--- config.mk ---
export PLATFORM = sky130hd
export DESIGN_NAME = cmg_frac
export DESIGN_NICKNAME = d
export VERILOG_FILES = /design/src/rtl/capsule_mesh_generator_top_assert.svh /design/src/rtl/cmg_pkg.sv /design/src/rtl/cmg_frac.sv
export SDC_FILE = /design/constraint.sdc
export NUM_CORES = 2
export LEC_CHECK = 0
export BUFFER_PORTS_ARGS = -buffer_cell sky130_fd_sc_hd__buf_2
export CORE_AREA = 2 2 537 539
export DETAILED_ROUTE_END_ITERATION = 8
export DIE_AREA = 0 0 539 541
export PLACE_DENSITY = 0.58
export RECOVER_POWER = 50
export SYNTH_ARGS = -nofsm -noshare
export SYNTH_HDL_FRONTEND = slang
export SYNTH_SLANG_ARGS = --single-unit
--- constraint.sdc ---
create_clock -name aclk -period 86.7 [get_ports aclk]
set_input_delay 4.335 -clock aclk [delete_from_list [all_inputs] [get_ports aclk]]
set_output_delay 4.335 -clock aclk [all_outputs]
set_load 0.1 [all_outputs]
--- src/rtl/capsule_mesh_generator_top_assert.svh ---
// ============================================================================
// Capsule mesh generator assertion macros
// Short forms for the concurrent checks at the end of the top level.
// ============================================================================
`ifndef CAPSULE_MESH_GENERATOR_TOP_ASSERT_SVH
`define CAPSULE_MESH_GENERATOR_TOP_ASSERT_SVH

// Same-cycle implication, checked outside reset
`define CMG_ASSERT_NOW(label, ante, cons, msg) \
    label: assert property (@(posedge aclk) disable iff (!aresetn) \
        (ante) |-> (cons)) else $error(msg);

// Next-cycle implication, checked outside reset
`define CMG_ASSERT_NEXT(label, ante, cons, msg) \
    label: assert property (@(posedge aclk) disable iff (!aresetn) \
        (ante) |=> (cons)) else $error(msg);

`endif

--- src/rtl/cmg_pkg.sv ---
// ============================================================================
// cmg_pkg
// Shared types, widths and the CORDIC arctangent table of the capsule mesh
// generator.
// ============================================================================
`timescale 1ns / 1ps

package cmg_pkg;

    // Mesh size limits; register and divider widths below are sized for them
    localparam int MAX_SEGMENTS = 64;
    localparam int MAX_RINGS    = 32;

    localparam int NUM_W       = 13;  // element number
    localparam int SEG_W       = 7;   // segments register
    localparam int RING_W      = 6;   // ring count register
    localparam int LEN_W       = 16;  // Q8.8 lengths
    localparam int CNT_W       = 16;  // vertex and triangle counts
    localparam int CORNER_W    = 12;
    localparam int PX_W        = 17;
    localparam int PY_W        = 18;
    localparam int TRIG_W      = 17;  // clamped Q1.15 sin/cos
    localparam int CX_W        = 18;  // CORDIC x/y working width
    localparam int ANG_W       = 32;  // angle in 2^-32 turn
    localparam int DIV_STEPS   = 7;
    localparam int DIV_STAGES  = (NUM_W + DIV_STEPS - 1) / DIV_STEPS;
    localparam int FRAC_STEPS  = 8;
    localparam int FRAC_STAGES = ANG_W / FRAC_STEPS;
    localparam int CORDIC_PER  = 2;   // CORDIC iterations per stage
    localparam int CORDIC_X0   = 19898;
    localparam int PROD_W      = 34;
    localparam int WIDE_W      = 51;
    localparam int CFG_IDX_W   = 2;
    localparam int TDATA_W     = 88;

    // Configuration register indexes
    localparam logic [CFG_IDX_W-1:0] CFG_RADIUS      = 2'd0;
    localparam logic [CFG_IDX_W-1:0] CFG_HALF_HEIGHT = 2'd1;
    localparam logic [CFG_IDX_W-1:0] CFG_SEGMENTS    = 2'd2;
    localparam logic [CFG_IDX_W-1:0] CFG_RING_COUNT  = 2'd3;

    typedef enum logic [2:0] {
        KIND_NONE,      // number past the count
        KIND_POLE_TOP,
        KIND_POLE_BOT,
        KIND_RING,      // vertex on a hemisphere ring
        KIND_FAN,       // triangle of a pole fan
        KIND_BAND       // triangle of a quad band
    } kind_t;

    // Mesh shape, clamped and derived from the registers
    typedef struct packed {
        logic [SEG_W-1:0]  seg;
        logic [RING_W-1:0] ring;
        logic [CNT_W-1:0]  rows;
        logic [CNT_W-1:0]  verts;
        logic [CNT_W-1:0]  tris;
        logic [CNT_W-1:0]  band_tris;
        logic [LEN_W-1:0]  radius;
        logic [LEN_W-1:0]  half_height;
    } shape_t;

    // One request as it moves down the pipeline
    typedef struct packed {
        logic                        valid;
        kind_t                       kind;
        logic                        oor;
        logic                        bottom;
        logic                        odd;
        logic [NUM_W-1:0]            dvd;
        logic [NUM_W-1:0]            quo;
        logic [SEG_W:0]              drem;
        logic [1:0][8:0]             frem;
        logic [1:0][ANG_W-1:0]       fq;
        logic [1:0][CX_W-1:0]        cx;
        logic [1:0][CX_W-1:0]        cy;
        logic [1:0][ANG_W-1:0]       cz;
        logic [1:0][1:0]             quad;
        logic [TRIG_W-1:0]           ct;
        logic [TRIG_W-1:0]           st;
        logic [TRIG_W-1:0]           cp;
        logic [TRIG_W-1:0]           sp;
        logic [PROD_W-1:0]           psc;
        logic [PROD_W-1:0]           pss;
        logic [PROD_W-1:0]           prc;
        logic [WIDE_W-1:0]           pxw;
        logic [WIDE_W-1:0]           pzw;
        logic [PY_W-1:0]             yw;
        logic [PX_W-1:0]             px;
        logic [PY_W-1:0]             py;
        logic [PX_W-1:0]             pz;
        logic [CORNER_W-1:0]         ca;
        logic [CORNER_W-1:0]         cb;
        logic [CORNER_W-1:0]         cc;
    } pipe_t;

    // atan(2^-i) in units of 2^-32 turn
    function automatic logic [ANG_W-1:0] atan_turn(input int unsigned i);
        logic [ANG_W-1:0] a;
        case (i)
            0:  a = 32'h20000000;
            1:  a = 32'h12E4051E;
            2:  a = 32'h09FB385B;
            3:  a = 32'h051111D4;
            4:  a = 32'h028B0D43;
            5:  a = 32'h0145D7E1;
            6:  a = 32'h00A2F61E;
            7:  a = 32'h00517C55;
            8:  a = 32'h0028BE53;
            9:  a = 32'h00145F2F;
            10: a = 32'h000A2F98;
            11: a = 32'h000517CC;
            12: a = 32'h00028BE6;
            13: a = 32'h000145F3;
            14: a = 32'h0000A2FA;
            15: a = 32'h0000517D;
            16: a = 32'h000028BE;
            17: a = 32'h0000145F;
            18: a = 32'h00000A30;
            19: a = 32'h00000518;
            20: a = 32'h0000028C;
            21: a = 32'h00000146;
            22: a = 32'h000000A3;
            23: a = 32'h00000051;
            default: a = '0;
        endcase
        return a;
    endfunction

endpackage

--- src/rtl/cmg_frac.sv ---
// ============================================================================
// cmg_frac
// Pipelined fraction divider: ring and segment angles as 32-bit turn counts.
// ============================================================================
`timescale 1ns / 1ps

module cmg_frac
    import cmg_pkg::*;
(
    input  logic   aclk,
    input  logic   aresetn,
    input  logic   adv,
    input  shape_t shape,
    input  pipe_t  in_item,
    output pipe_t  out_item
);

    pipe_t fr_reg  [FRAC_STAGES];
    pipe_t fr_next [FRAC_STAGES];

    // theta = r / (4 * rings) turn, phi = s / segments turn
    for (genvar j = 0; j < FRAC_STAGES; j++) begin : g_stage
        pipe_t src;
        if (j == 0) begin : g_first
            assign src = in_item;
        end else begin : g_rest
            assign src = fr_reg[j-1];
        end

        always_comb begin
            logic [1:0][7:0] den;
            logic [8:0]      r;
            den[0] = {shape.ring, 2'b00};
            den[1] = {1'b0, shape.seg};
            fr_next[j] = src;
            for (int l = 0; l < 2; l++) begin
                r = src.frem[l];
                for (int t = 0; t < FRAC_STEPS; t++) begin
                    r = {r[7:0], 1'b0};
                    if (r >= {1'b0, den[l]}) begin
                        r = r - {1'b0, den[l]};
                        fr_next[j].fq[l] = {fr_next[j].fq[l][ANG_W-2:0], 1'b1};
                    end else begin
                        fr_next[j].fq[l] = {fr_next[j].fq[l][ANG_W-2:0], 1'b0};
                    end
                end
                fr_next[j].frem[l] = r;
            end
        end

        always_ff @(posedge aclk) begin
            if (!aresetn) begin
                fr_reg[j].valid <= 1'b0;
            end else if (adv) begin
                fr_reg[j] <= fr_next[j];
            end
        end
    end

    assign out_item = fr_reg[FRAC_STAGES-1];

endmodule

; ---- Yosys cells after proc, flatten, opt, wreduce, memory -nomap -nowiden
; Memory sizes are Yosys's and may differ from the RTL's.
; Cells that the tools add are included.
[classes]
add_sub_neg = 64
multipliers = 0
div = 0
n_lt_le_gt_ge = 64
n_eq_ne = 0
n_shift = 0
muxes = 136
bitwise = 4
n_reduce_logical = 0
[op_table]
columns = cell, n
row1 = $mux 8, 56
row2 = $ge 9x7->1, 32
row3 = $ge 9x8->1, 32
row4 = $sub 8x7->8, 28
row5 = $sub 8x8->8, 28
row6 = $mux 1, 72
row7 = $mux 9, 8
row8 = $sub 9x7->9, 4
row9 = $sub 9x8->9, 4
row10 = $or 1x1->1, 4
[word_totals]
register_bits = 0
latchBits = 0
mem_bits_rw = 2564
romBits = 0
input_bits = 753
out_inout_bits = 641
elab_cells = 269
n_memories = 1
[mem_list]
columns = memory, depth, width, rd, rd_clocked_by_memory_dff, write_ports, line_no
row1 = fr_reg, 4, 641, 4, 0, 4, cmg_frac.sv:18  ; pipe_t fr_reg [FRAC_STAGES];

; ---- Logic depth before layout (Yosys ltp)
; An unclocked memory read counts as a cell.
[logic_depth]
depth_word = 17
ltp_mapped = 89
mapped_depth_nobuf = 84

; ---- Worst setup path before layout
; OpenSTA, ideal clock, no wires.
[synth_timing]
path_type = input -> register
startpoint = in adv
endpoint = mem fr_reg[0][0] (netlist bit) (enable)
setup_ns = 3.156
t_arrival_ns = 59.019
required_time_ns = 83.544
setup_slack_ns = 24.525
path_stages = 1
path_buffers = 0
cell_sequence = and2_1
[synth_lines]
columns = element, line_no
row1 = from (decl), cmg_frac.sv:12  ; input logic adv,
row2 = to (decl), cmg_frac.sv:18

==> impl_metrics.json <==
{
  "status": "finished with violations",
  "violations": "capacitance limit, slew limit",
  "drv_cap": 5,
  "synth_cells": 5426,
  "synth_top_area_cell": "edfxtp_1",
  "reg2reg_depth": 77,
  "setup-violations-final": 0,
  "avgViaCountPerCell": 4.73,
  "period_needed_ns": 25.01,
  "critPathLaunchType": "primary input",
  "die-width_um": 539,
  "dr.pass1.iters": 5,
  "slew-limit-headroom_pct": -602,
  "crit_path_end": "fr_reg[3][592]",
  "design.die.area_um2": 292000,
  "cts_resized": 0,
  "ant_nets": 0,
  "end_kind": "flip-flop",
  "drc": 0,
  "seq_area_frac_synth_pct": 77.5,
  "grt_usage_pct": 13.9,
  "rrSetupSlack_ns": 65.40,
  "port_buffers": 1229,
  "hold_class": "flip-flop to flip-flop",
  "critical_path.max_stage_delay_ns": 0.76,
  "fin_nets": 8047,
  "insertion_delay_ns": 0.86,
  "slew_violations": 606,
  "grt_max_degree": 211,
  "drive_gt1_share_pct": 26.1,
  "crit_fanout": 16,
  "dieHeight_um": 541,
  "clk_pin_slew_ns": 0.06,
  "synth_edf_count": 2453,
  "crit_required_ns": 87.28,
  "synth_area_leaders": "edfxtp_1, ha_1, mux2_2, xnor2_1, a21o_1",
  "h-tree-depth": 5,
  "detailed_place_hpwl_um": 147000,
  "largest_reg_flops": 2454,
  "core_um2": 286000,
  "cts_setup_buffers": 0,
  "cts.sinks": 2454,
  "finClkSkew_ns": 0.0463,
  "start_util_pct": 33.2,
  "post_drt_wl_per_cell_um": 19.5,
  "synth_most_common_cell": "edfxtp_1",
  "worstMarginPinSlew_ns": 10.53,
  "fp-row-count": 197,
  "drt_wl_total_um": 213000,
  "r2r-start": "fr_reg[2][596]",
  "finalSetupTns_ns": 0,
  "cp-startpoint": "shape[103]",
  "cts_hold_buf": 0,
  "cpMostUsedCell": "o21ai_0",
  "crit_type": "primary input to flip-flop",
  "ios": 1394,
  "nFillCells": 26000,
  "fmax_ghz": 0.0400,
  "grt_pass1_wl_um": 312000,
  "cts-root-buf": "clkbuf_16",
  "synth_commonest_cells": "edfxtp_1, ha_1, nor2_1",
  "dr_total_vias": 51600,
  "grt_overflow": 0,
  "async_flop_share_pct": 0,
  "place.gp.congestion": 0.813,
  "grt_pass1_vias": 50800,
  "cts_tree": "done",
  "postSynthAreaPerCell_um2": 17.5,
  "area_growth_pct": 20.9,
  "synth_area_um2": 95100,
  "hold_viol": 0,
  "crit_path_top_delay_cell": "a2111oi_4",
  "ys_ff_latch": 2454,
  "numCtsBuffers": 269,
  "ys.flop_type": "edfxtp_1",
  "antenna_found_initial": 45,
  "arrival_ns": 25.59,
  "synth_top_area_share_pct": 77.4,
  "r2r_end": "fr_reg[3][592]",
  "clockBufferDepth": 4,
  "yosys_warnings": 0,
  "rsz0062_at_grt": "false",
  "synth_cell_type_count": 108,
  "drt_iter0_markers": 3873,
  "fin_crit_sh_pct": 28.8
}
-- cells by family after synthesis --
family | synth area share [%]
flip-flops | 77.5
adder cells (fa/ha/maj) | 4.97
AND/OR/NAND/NOR | 5.18
buffers and inverters | 0.973
AO/OA/AOI/OAI | 6.85
other | 0.00394
XOR/XNOR | 2.24
multiplexers | 2.33
-- area by class of cell --
type / instances / area, µm² / area share [%]
diodes: 14 / 35.0 / 0.0305
clock buffers: 314 / 6920 / 6.02
clock inverters: 166 / 1860 / 1.62
inverters: 177 / 667 / 0.580
multi-input cells: 2734 / 20500 / 17.9
flip-flops and latches: 2454 / 73700 / 64.1
well taps: 3781 / 4730 / 4.11
repair buffers: 1286 / 6560 / 5.70
-- layer usage --
| layer | track usage (%) | vias up | part of all wire (%) | wire length, µm |
|---|---|---|---|---|
| met4 | 4.00 | 24 | 2.6 | 5530 |
| li1 | - | 24300 | - | - |
| met5 | 0 | - | 0.064 | 137 |
| met1 | 16.9 | 25300 | 40 | 86000 |
| met3 | 4.03 | 390 | 7.4 | 15800 |
| met2 | 24.0 | 1614 | 50 | 105000 |
-- worst max-delay path: cells and delay by family --
family	cells	cell delay, ns
AOI/OAI and AO/OA	43	10.07
adders and majority gates	9	2.87
buffers and inverters	3	0.83
muxes	6	2.26
and+or+nand+nor	19	5.18
-- metrics by stage --
step | setup slack, ns | utilization [%] | hold WS (ns) | instance area [µm²] | std cells
CTS | 61.70 | 40.2 | 0.368 | 115000 | 10900
global route | 59.97 | 40.1 | 0.380 | 115000 | 10900
finish | 61.69 | 40.2 | 0.373 | 115000 | 10900
global placement | 61.39 | 37.1 | 0.400 | 106000 | 10400
detailed placement | 60.91 | 37.1 | 0.405 | 106000 | 10400
floorplan | 24.53 | - | 0.400 | 95100 | 5427
-- layout by cell type, fill, tap and decap left out, drive strengths merged, types with 18 or more instances in the layout --
cell    netlist  layout
edfxtp     2453    2453
buf          17    1246
ha          362     362
clkbuf       45     354
nor2        264     264
o21ai       223     223
a21oi       202     202
inv         174     199
a21o        172     172
xnor2       153     153
nand2       150     150
mux2        145     145
clkinv        3     112
xor2         90      90
nand2b       84      84
nor3         83      83
and3         60      60
o21a         59      59
nor2b        55      55
mux2i        55      55
nand3        49      49
and2         41      41
or3          38      38
a211oi       36      36
o211ai       32      32
or2          32      32
nand4        27      27
a31oi        26      26
o31ai        24      24
bufinv        0      23
a41o         19      19
a21boi       18      18
-- worst min path at each step --
stage / startpoint / to / cells after the start
after global placement: fr_reg[1][352] / fr_reg[2][352] / 0
final: fr_reg[2][222] / fr_reg[3][222] / 0
after CTS: fr_reg[2][71] / fr_reg[3][71] / 0
after global routing: fr_reg[2][71] / fr_reg[3][71] / 0
after floorplan: fr_reg[0][0] / fr_reg[1][0] / 0
after detailed placement: fr_reg[0][100] / fr_reg[1][100] / 0
Power is left out: the tool's default activity adds up to more than one toggle a clock period on the data nets, which glitch-free logic cannot reach.
