### src/rtl/capsule_mesh_generator_top_assert.svh
// ============================================================================
// Capsule mesh generator assertion macros
// Short forms for the concurrent checks at the end of the top level.
// ============================================================================
`ifndef CAPSULE_MESH_GENERATOR_TOP_ASSERT_SVH
`define CAPSULE_MESH_GENERATOR_TOP_ASSERT_SVH

// Same-cycle implication, checked outside reset
`define CMG_ASSERT_NOW(label, ante, cons, msg) \
    label: assert property (@(posedge aclk) disable iff (!aresetn) \
        (ante) |-> (cons)) else $error(msg);

// Next-cycle implication, checked outside reset
`define CMG_ASSERT_NEXT(label, ante, cons, msg) \
    label: assert property (@(posedge aclk) disable iff (!aresetn) \
        (ante) |=> (cons)) else $error(msg);

`endif

### src/rtl/cmg_pkg.sv
// ============================================================================
// cmg_pkg
// Shared types, widths and the CORDIC arctangent table of the capsule mesh
// generator.
// ============================================================================
`timescale 1ns / 1ps

package cmg_pkg;

    // Mesh size limits; register and divider widths below are sized for them
    localparam int MAX_SEGMENTS = 64;
    localparam int MAX_RINGS    = 32;

    localparam int NUM_W       = 13;  // element number
    localparam int SEG_W       = 7;   // segments register
    localparam int RING_W      = 6;   // ring count register
    localparam int LEN_W       = 16;  // Q8.8 lengths
    localparam int CNT_W       = 16;  // vertex and triangle counts
    localparam int CORNER_W    = 12;
    localparam int PX_W        = 17;
    localparam int PY_W        = 18;
    localparam int TRIG_W      = 17;  // clamped Q1.15 sin/cos
    localparam int CX_W        = 18;  // CORDIC x/y working width
    localparam int ANG_W       = 32;  // angle in 2^-32 turn
    localparam int DIV_STEPS   = 7;
    localparam int DIV_STAGES  = (NUM_W + DIV_STEPS - 1) / DIV_STEPS;
    localparam int FRAC_STEPS  = 8;
    localparam int FRAC_STAGES = ANG_W / FRAC_STEPS;
    localparam int CORDIC_PER  = 2;   // CORDIC iterations per stage
    localparam int CORDIC_X0   = 19898;
    localparam int PROD_W      = 34;
    localparam int WIDE_W      = 51;
    localparam int CFG_IDX_W   = 2;
    localparam int TDATA_W     = 88;

    // Configuration register indexes
    localparam logic [CFG_IDX_W-1:0] CFG_RADIUS      = 2'd0;
    localparam logic [CFG_IDX_W-1:0] CFG_HALF_HEIGHT = 2'd1;
    localparam logic [CFG_IDX_W-1:0] CFG_SEGMENTS    = 2'd2;
    localparam logic [CFG_IDX_W-1:0] CFG_RING_COUNT  = 2'd3;

    typedef enum logic [2:0] {
        KIND_NONE,      // number past the count
        KIND_POLE_TOP,
        KIND_POLE_BOT,
        KIND_RING,      // vertex on a hemisphere ring
        KIND_FAN,       // triangle of a pole fan
        KIND_BAND       // triangle of a quad band
    } kind_t;

    // Mesh shape, clamped and derived from the registers
    typedef struct packed {
        logic [SEG_W-1:0]  seg;
        logic [RING_W-1:0] ring;
        logic [CNT_W-1:0]  rows;
        logic [CNT_W-1:0]  verts;
        logic [CNT_W-1:0]  tris;
        logic [CNT_W-1:0]  band_tris;
        logic [LEN_W-1:0]  radius;
        logic [LEN_W-1:0]  half_height;
    } shape_t;

    // One request as it moves down the pipeline
    typedef struct packed {
        logic                        valid;
        kind_t                       kind;
        logic                        oor;
        logic                        bottom;
        logic                        odd;
        logic [NUM_W-1:0]            dvd;
        logic [NUM_W-1:0]            quo;
        logic [SEG_W:0]              drem;
        logic [1:0][8:0]             frem;
        logic [1:0][ANG_W-1:0]       fq;
        logic [1:0][CX_W-1:0]        cx;
        logic [1:0][CX_W-1:0]        cy;
        logic [1:0][ANG_W-1:0]       cz;
        logic [1:0][1:0]             quad;
        logic [TRIG_W-1:0]           ct;
        logic [TRIG_W-1:0]           st;
        logic [TRIG_W-1:0]           cp;
        logic [TRIG_W-1:0]           sp;
        logic [PROD_W-1:0]           psc;
        logic [PROD_W-1:0]           pss;
        logic [PROD_W-1:0]           prc;
        logic [WIDE_W-1:0]           pxw;
        logic [WIDE_W-1:0]           pzw;
        logic [PY_W-1:0]             yw;
        logic [PX_W-1:0]             px;
        logic [PY_W-1:0]             py;
        logic [PX_W-1:0]             pz;
        logic [CORNER_W-1:0]         ca;
        logic [CORNER_W-1:0]         cb;
        logic [CORNER_W-1:0]         cc;
    } pipe_t;

    // atan(2^-i) in units of 2^-32 turn
    function automatic logic [ANG_W-1:0] atan_turn(input int unsigned i);
        logic [ANG_W-1:0] a;
        case (i)
            0:  a = 32'h20000000;
            1:  a = 32'h12E4051E;
            2:  a = 32'h09FB385B;
            3:  a = 32'h051111D4;
            4:  a = 32'h028B0D43;
            5:  a = 32'h0145D7E1;
            6:  a = 32'h00A2F61E;
            7:  a = 32'h00517C55;
            8:  a = 32'h0028BE53;
            9:  a = 32'h00145F2F;
            10: a = 32'h000A2F98;
            11: a = 32'h000517CC;
            12: a = 32'h00028BE6;
            13: a = 32'h000145F3;
            14: a = 32'h0000A2FA;
            15: a = 32'h0000517D;
            16: a = 32'h000028BE;
            17: a = 32'h0000145F;
            18: a = 32'h00000A30;
            19: a = 32'h00000518;
            20: a = 32'h0000028C;
            21: a = 32'h00000146;
            22: a = 32'h000000A3;
            23: a = 32'h00000051;
            default: a = '0;
        endcase
        return a;
    endfunction

endpackage

### src/rtl/cmg_index.sv
// ============================================================================
// cmg_index
// Request decode, pipelined ring/segment divider and triangle corner build.
// ============================================================================
`timescale 1ns / 1ps

module cmg_index
    import cmg_pkg::*;
(
    input  logic             aclk,
    input  logic             aresetn,
    input  logic             adv,
    input  shape_t           shape,
    input  logic             in_valid,
    input  logic             in_action,
    input  logic [NUM_W-1:0] in_num,
    output pipe_t            out_item
);

    pipe_t dec_reg, dec_next;
    pipe_t dv_reg  [DIV_STAGES];
    pipe_t dv_next [DIV_STAGES];
    pipe_t ix_reg, ix_next;

    // Decode: classify the number, build fan corners, pick the dividend
    always_comb begin
        logic [CNT_W-1:0] n, seg16, k, u, sb, sb1, base;
        n     = CNT_W'(in_num);
        seg16 = CNT_W'(shape.seg);
        k     = n - 16'd1;
        u     = n - seg16;
        sb    = u - shape.band_tris;
        sb1   = sb + 16'd1;
        base  = shape.verts - 16'd1 - seg16;
        dec_next       = '0;
        dec_next.valid = in_valid;
        dec_next.kind  = KIND_NONE;
        if (!in_action) begin
            if (n >= shape.verts) begin
                dec_next.oor = 1'b1;
            end else if (n == '0) begin
                dec_next.kind = KIND_POLE_TOP;
            end else if (n == shape.verts - 16'd1) begin
                dec_next.kind = KIND_POLE_BOT;
            end else begin
                dec_next.kind   = KIND_RING;
                dec_next.bottom = (k >= shape.rows);
                dec_next.dvd    = NUM_W'((k >= shape.rows) ? k - shape.rows : k);
            end
        end else begin
            if (n >= shape.tris) begin
                dec_next.oor = 1'b1;
            end else if (n < seg16) begin
                // top fan around the pole
                dec_next.kind = KIND_FAN;
                dec_next.cb   = CORNER_W'(n + 16'd1);
                dec_next.cc   = (n + 16'd1 == seg16) ? CORNER_W'(1) : CORNER_W'(n + 16'd2);
            end else if (u < shape.band_tris) begin
                dec_next.kind = KIND_BAND;
                dec_next.dvd  = NUM_W'(u >> 1);
                dec_next.odd  = u[0];
            end else begin
                // bottom fan
                dec_next.kind = KIND_FAN;
                dec_next.ca   = CORNER_W'(shape.verts - 16'd1);
                dec_next.cb   = CORNER_W'(base + ((sb1 == seg16) ? 16'd0 : sb1));
                dec_next.cc   = CORNER_W'(base + sb);
            end
        end
    end

    always_ff @(posedge aclk) begin
        if (!aresetn) begin
            dec_reg.valid <= 1'b0;
        end else if (adv) begin
            dec_reg <= dec_next;
        end
    end

    // Restoring division by the segment count, up to seven bits per stage
    for (genvar j = 0; j < DIV_STAGES; j++) begin : g_div
        pipe_t src;
        if (j == 0) begin : g_first
            assign src = dec_reg;
        end else begin : g_rest
            assign src = dv_reg[j-1];
        end

        always_comb begin
            logic [SEG_W:0] r;
            dv_next[j] = src;
            r = src.drem;
            for (int t = 0; t < DIV_STEPS; t++) begin
                if (j * DIV_STEPS + t < NUM_W) begin
                    r = {r[SEG_W-1:0], dv_next[j].dvd[NUM_W-1]};
                    dv_next[j].dvd = dv_next[j].dvd << 1;
                    if (r >= {1'b0, shape.seg}) begin
                        r = r - {1'b0, shape.seg};
                        dv_next[j].quo = {dv_next[j].quo[NUM_W-2:0], 1'b1};
                    end else begin
                        dv_next[j].quo = {dv_next[j].quo[NUM_W-2:0], 1'b0};
                    end
                end
            end
            dv_next[j].drem = r;
        end

        always_ff @(posedge aclk) begin
            if (!aresetn) begin
                dv_reg[j].valid <= 1'b0;
            end else if (adv) begin
                dv_reg[j] <= dv_next[j];
            end
        end
    end

    // Ring/segment indexes for vertices, corner numbers for band triangles
    always_comb begin
        pipe_t               src;
        logic [SEG_W-1:0]    s, sn;
        logic [RING_W-1:0]   r6;
        logic [19:0]         prod;
        logic [CORNER_W-1:0] base, cur, nxt, curb, nxtb;
        src  = dv_reg[DIV_STAGES-1];
        s    = src.drem[SEG_W-1:0];
        sn   = (s + 7'd1 == shape.seg) ? '0 : s + 7'd1;
        r6   = src.bottom ? shape.ring - 6'd1 - src.quo[RING_W-1:0]
                          : src.quo[RING_W-1:0] + 6'd1;
        prod = {7'b0, src.quo} * {13'b0, shape.seg};
        base = prod[CORNER_W-1:0];
        cur  = base + CORNER_W'(s) + 12'd1;
        nxt  = base + CORNER_W'(sn) + 12'd1;
        curb = cur + CORNER_W'(shape.seg);
        nxtb = nxt + CORNER_W'(shape.seg);
        ix_next = src;
        ix_next.frem[0] = 9'(r6);
        ix_next.frem[1] = 9'(s);
        ix_next.fq      = '0;
        if (src.kind == KIND_BAND) begin
            if (!src.odd) begin
                ix_next.ca = cur;
                ix_next.cb = curb;
                ix_next.cc = nxtb;
            end else begin
                ix_next.ca = nxtb;
                ix_next.cb = nxt;
                ix_next.cc = cur;
            end
        end
    end

    always_ff @(posedge aclk) begin
        if (!aresetn) begin
            ix_reg.valid <= 1'b0;
        end else if (adv) begin
            ix_reg <= ix_next;
        end
    end

    assign out_item = ix_reg;

endmodule

### config.mk
export PLATFORM = sky130hd
export DESIGN_NAME = cmg_index
export DESIGN_NICKNAME = d
export VERILOG_FILES = /design/src/rtl/capsule_mesh_generator_top_assert.svh /design/src/rtl/cmg_pkg.sv /design/src/rtl/cmg_index.sv
export SDC_FILE = /design/constraint.sdc
export NUM_CORES = 1
export LEC_CHECK = 0
export BUFFER_PORTS_ARGS = -buffer_cell sky130_fd_sc_hd__buf_2
export CORE_AREA = 10 10 287 289
export DETAILED_ROUTE_END_ITERATION = 8
export DIE_AREA = 0 0 297 299
export GPL_TIMING_DRIVEN = 1
export HOLD_SLACK_MARGIN = 0.05
export PLACE_DENSITY = 0.53
export SLEW_MARGIN = 20
export SYNTH_ARGS = -nofsm -noshare
export SYNTH_HDL_FRONTEND = slang
export SYNTH_SLANG_ARGS = --single-unit
### constraint.sdc
create_clock -name aclk -period 15.7 [get_ports aclk]
set_input_delay 1.57 -clock aclk [delete_from_list [all_inputs] [get_ports aclk]]
set_output_delay 1.57 -clock aclk [all_outputs]
set_load 0.03 [all_outputs]
## Word level (Yosys, flattened, before mapping)

Memories as Yosys holds them, arrays and structs flattened.
Index checks and enable logic that the tools add are counted.

| word-level totals | value |
|---|---|
| bits of input ports | 127 |
| output and inout port bits | 641 |
| flip-flop bits (word level) | 628 |
| RAM bits | 1270 |
| word-level logic and storage cells | 169 |
| memories kept | 1 |

Memory list:

| memory | depth | width | read ports | clocked after memory_dff | wr ports | RTL line | text |
|---|---|---|---|---|---|---|---|
| dv_reg | 2 | 635 | 2 | 0 | 2 | cmg_index.sv:21 | `pipe_t dv_reg [DIV_STAGES];` |

| operators by class | value |
|---|---|
| multiply operators | 1 |
| reductions and logical operators | 6 |
| equal/unequal tests | 5 |
| muxes and demuxes | 57 |
| magnitude comparators | 18 |
| add/subtract/negate cells | 34 |
| bitwise logic cells | 4 |

Operator list:

| operator | count |
|---|---|
| $mux W13 | 8 |
| $ge A8 B7 Y1 | 12 |
| $mux W7 | 12 |
| $mux W36 | 2 |
| $sub A7 B7 Y7 | 10 |
| $add A12 B7 Y12 | 4 |
| $mux W24 | 2 |
| $ge A13 B16 Y1 | 2 |
| $add A12 B1 Y12 const B | 2 |
| $add A12 B12 Y12 | 2 |
| $mux W12 | 2 |
| $mux W1 | 23 |
| $add A16 B1 Y16 const B | 1 |
| $eq A13 B16 Y1 | 1 |
| $eq A16 B7 Y1 | 1 |
| $ge A16 B16 Y1 | 1 |
| $lt A16 B16 Y1 | 1 |
| $mux W8 | 2 |
| $sub A16 B1 Y16 const B | 1 |
| $sub A16 B16 Y16 | 1 |
| $sub A8 B7 Y8 | 2 |
| $add A13 B1 Y14 const B | 1 |
| $eq A14 B7 Y1 | 1 |
| $sub A13 B1 Y14 const B | 1 |
| other kinds (24) | 30 |

## Depth between registers and ports, before layout

| depth | value |
|---|---|
| depth after elaboration | 14 |
| mapped depth | 65 |
| depth with buffers taken out | 63 |

## Worst setup path after synthesis

Ideal clock, no wire load.

| timing | value |
|---|---|
| kind | input -> register |
| from | input port shape[103] (netlist name) |
| to | memory dv_reg[1][602] (netlist name) (data pin) |
| arrival time | 13.539 ns |
| data required time | 15.440 ns |
| setup time | 0.260 ns |
| setup slack | 1.902 ns |
| path buffers | 4 |
| stages | 54 |
| path through | clkbuf_1 inv_1 fa_1 a211oi_1 o21ai_1 a31oi_2 mux2_2 ha_1 and3_1 nor3_1 o31a_1 o31ai_4 mux2_2 ha_1 a21oi_1 nor2_1 o41ai_1 o311ai_0 [... 18 more ...] o21ai_0 nand2b_1 a211oi_1 mux2i_1 clkbuf_1 mux2_1 ha_1 nor2b_1 o21ai_0 nand2b_1 and2_1 nor2_1 nor2_1 nor2_1 o21ai_0 a21o_1 nor2_4 mux2_2 |

RTL lines:

| element | RTL line | text |
|---|---|---|
| start, declared | cmg_index.sv:13 | `input shape_t shape,` |
| end, declared | cmg_index.sv:21 |  |

==> reports/metrics.yaml <==
run_status:
  status: "complete, no violations"
critical_path:
  cp_num_buf_inv: 2
  critical_path.top_delay_family: "compound AO/OA/AOI/OAI gates"
  critical_path_class: "in -> reg"
  slowest_stage: "nor4b_4"
  crit_arrival_ps: 14420
  critPathRequiredTime_ps: 16010
  max_stage_delay_ps: 520
  r2r_end: "dv_reg[0][601]$_DFFE_PP_"
  r2r_start: "dec_reg[633]$_DFFE_PP_"
  r2r_slack_ps: 2330
  crit_path_start_kind: "primary input"
  reg2reg_depth: 54
  worstSetupEndpointType: "flip-flop"
  path_max_fanout: 9
floorplanning:
  dieHeight_um: 299
  core_um2: 76700
  fp.dieW_um: 297
  rows: 102
  start_util_pct: 34.1
  dieArea_um2: 88800
  ioPinCount: 768
yosys:
  ys_seq_area_share_pct: 28.9
  avgSynthCellArea_um2: 9.29
  synth_seq_cells: 253
  synth_area_um2: 26200
  synth_ff_type: "edfxtp_1"
  synth_cell_types: 88
  synth-async-reset-ratio_pct: 0
  yosys_warnings: 0
  synth_edf_count: 250
  syn_inst: 2817
placement:
  place_hpwl_mm: 57.7
  place.gp.congestion: 0.854
  io_buffers: 171
  placed_area_um2: 26200
timing:
  rsz0062_at_grt: "no"
  finClkSkew_ps: 35.5
  slew_violations: 0
  hold_viol: 0
  setup_viol: 0
  clock.fmax_ghz: 0.0709
  finalCritPeriodShare_pct: 89.8
  relSlewSlack_pct: 29.3
  fin_setup_tns_ps: 0
  tightest_slew_ps: 1060
  finalCriticalPeriod_ps: 14110
final_layout:
  diodes: 0
  final_cell_mix: "conb_1, edfxtp_1, ha_1, inv_1, nor2_1"
  utilization_pct: 35.5
  final_common_cell: "conb_1"
  layout.nets: 3417
  stdcell_area_um2: 27200
  syn_to_final_growth_pct: 3.94
  largest_reg_flops: 127
  drive_gt1_share_pct: 10.2
clocking:
  clock_sinks: 253
  cts_root_buffer: "clkbuf_16"
  insertion_delay_ps: 610
  post_cts_resized: 0
  cts_buffer_depth: 3
  htreeDepth: 1
  tritoncts: "yes"
  post_cts_buffers: 0
  path_clk_slew_ps: 60
  cts_made_buffers: 30
  holdBufCountCts: 0
routing:
  dr.pass1.iters: 5
  drc: 0
  wire_per_inst_um: 17.3
  vias: 17800
  drt_iter0_markers: 950
  antenna_left: 0
  postRouteWirelength_mm: 70.4
  vias_per_cell: 4.39
global_route:
  grt_antenna_before_repair: 6
  grt_overflow: 0
  grt_pass1_wl_mm: 106
  grt_max_degree: 87
  grt_pass1_vias: 17800
  track_usage_pct: 14.9
worst_hold_path:
  min_path_type: "reg -> reg"
  hold_end: "dv_reg[0][13]$_DFFE_PP_"
  whs_path_depth: 0
  holdCritStartpoint: "dec_reg[13]$_SDFFCE_PP0P_"
flow_run:
  drv_cap: 0
## area by class of cell
type                       instances  area [um^2]
fill                            8020        49500
tap                             1040         1300
inverter                         231          867
clock inverter                    22          229
multi-input combinational       2274        15400
clock buffer                      34          766
timing repair buffer             204         1100
sequential                       253         7570
## how the worst max path moves through the flow
stage	startpoint	end	cells past startpoint
after floorplan	shape[103]	dv_reg[1][602]$_DFFE_PP_	54
after global routing	shape[107]	dv_reg[0][601]$_DFFE_PP_	56
after CTS	shape[107]	dv_reg[0][601]$_DFFE_PP_	54
final	shape[107]	dv_reg[0][601]$_DFFE_PP_	54
after global placement	shape[107]	dv_reg[0][601]$_DFFE_PP_	54
after detailed placement	shape[107]	dv_reg[0][601]$_DFFE_PP_	54
## cells in the mapped netlist (5+ instances only)
| cell type | count | area (um^2) |
|---|---|---|
| or3_1 | 15 | 93.8 |
| buf_4 | 573 | 4300 |
| o31a_1 | 6 | 52.6 |
| o211ai_1 | 8 | 60.1 |
| a21oi_1 | 121 | 606 |
| a31oi_1 | 7 | 43.8 |
| o221ai_1 | 5 | 43.8 |
| o21a_1 | 20 | 150 |
| a211oi_1 | 15 | 113 |
| nand2b_1 | 27 | 169 |
| nand3_1 | 33 | 165 |
| inv_1 | 229 | 860 |
| and3_1 | 20 | 125 |
| mux2_2 | 30 | 338 |
| nor3_1 | 35 | 175 |
| a21o_1 | 57 | 428 |
| and4_1 | 5 | 43.8 |
| nor4_1 | 9 | 56.3 |
| o21ai_0 | 125 | 626 |
| nor2_1 | 177 | 664 |
| xnor2_1 | 153 | 1340 |
| xor2_1 | 85 | 744 |
| a21boi_0 | 10 | 75.1 |
| and2_1 | 27 | 169 |
| mux2i_1 | 48 | 480 |
| o22ai_1 | 30 | 188 |
| or2_2 | 7 | 43.8 |
| nor2b_1 | 50 | 313 |
| fa_1 | 55 | 1100 |
| o21bai_1 | 28 | 210 |
| edfxtp_1 | 250 | 7510 |
| nand2_1 | 147 | 552 |
| nand4_1 | 23 | 144 |
| ha_1 | 241 | 3020 |
| clkbuf_1 | 40 | 150 |
| nand3b_1 | 7 | 52.6 |
| buf_2 | 7 | 35.0 |
## logic make-up after synthesis
group                    synth area share (%)
other                                  0.0143
XOR/XNOR                                 8.14
AND/OR/NAND/NOR                          11.7
adder cells (fa/ha/maj)                  15.7
buffers and inverters                    20.5
flip-flops                               28.9
multiplexers                             3.27
AO/OA/AOI/OAI                            11.8
## per-stage QoR
step / hold WS [ps] / worst slack (ps) / std cells
after floorplan: 400 / 1900 / 3380
after global placement: 400 / 1110 / 4002
after detailed placement: 405 / 1020 / 4002
after CTS: 378 / 1580 / 4058
after global routing: 392 / 268 / 4058
final: 388 / 1590 / 4058
## layer usage
layer / track usage (%) / part of all wire [%] / wire [um] / up-vias
met2: 25.8 / 49 / 34600 / 422
met3: 2.34 / 4.7 / 3320 / 78
met1: 19.7 / 44 / 31200 / 8386
li1: - / - / - / 8931
met5: 0 / 0.080 / 56 / -
met4: 2.65 / 1.7 / 1200 / 10
Power is left out: the tool's default activity adds up to more than one toggle a clock period on the data nets, which glitch-free logic cannot reach.
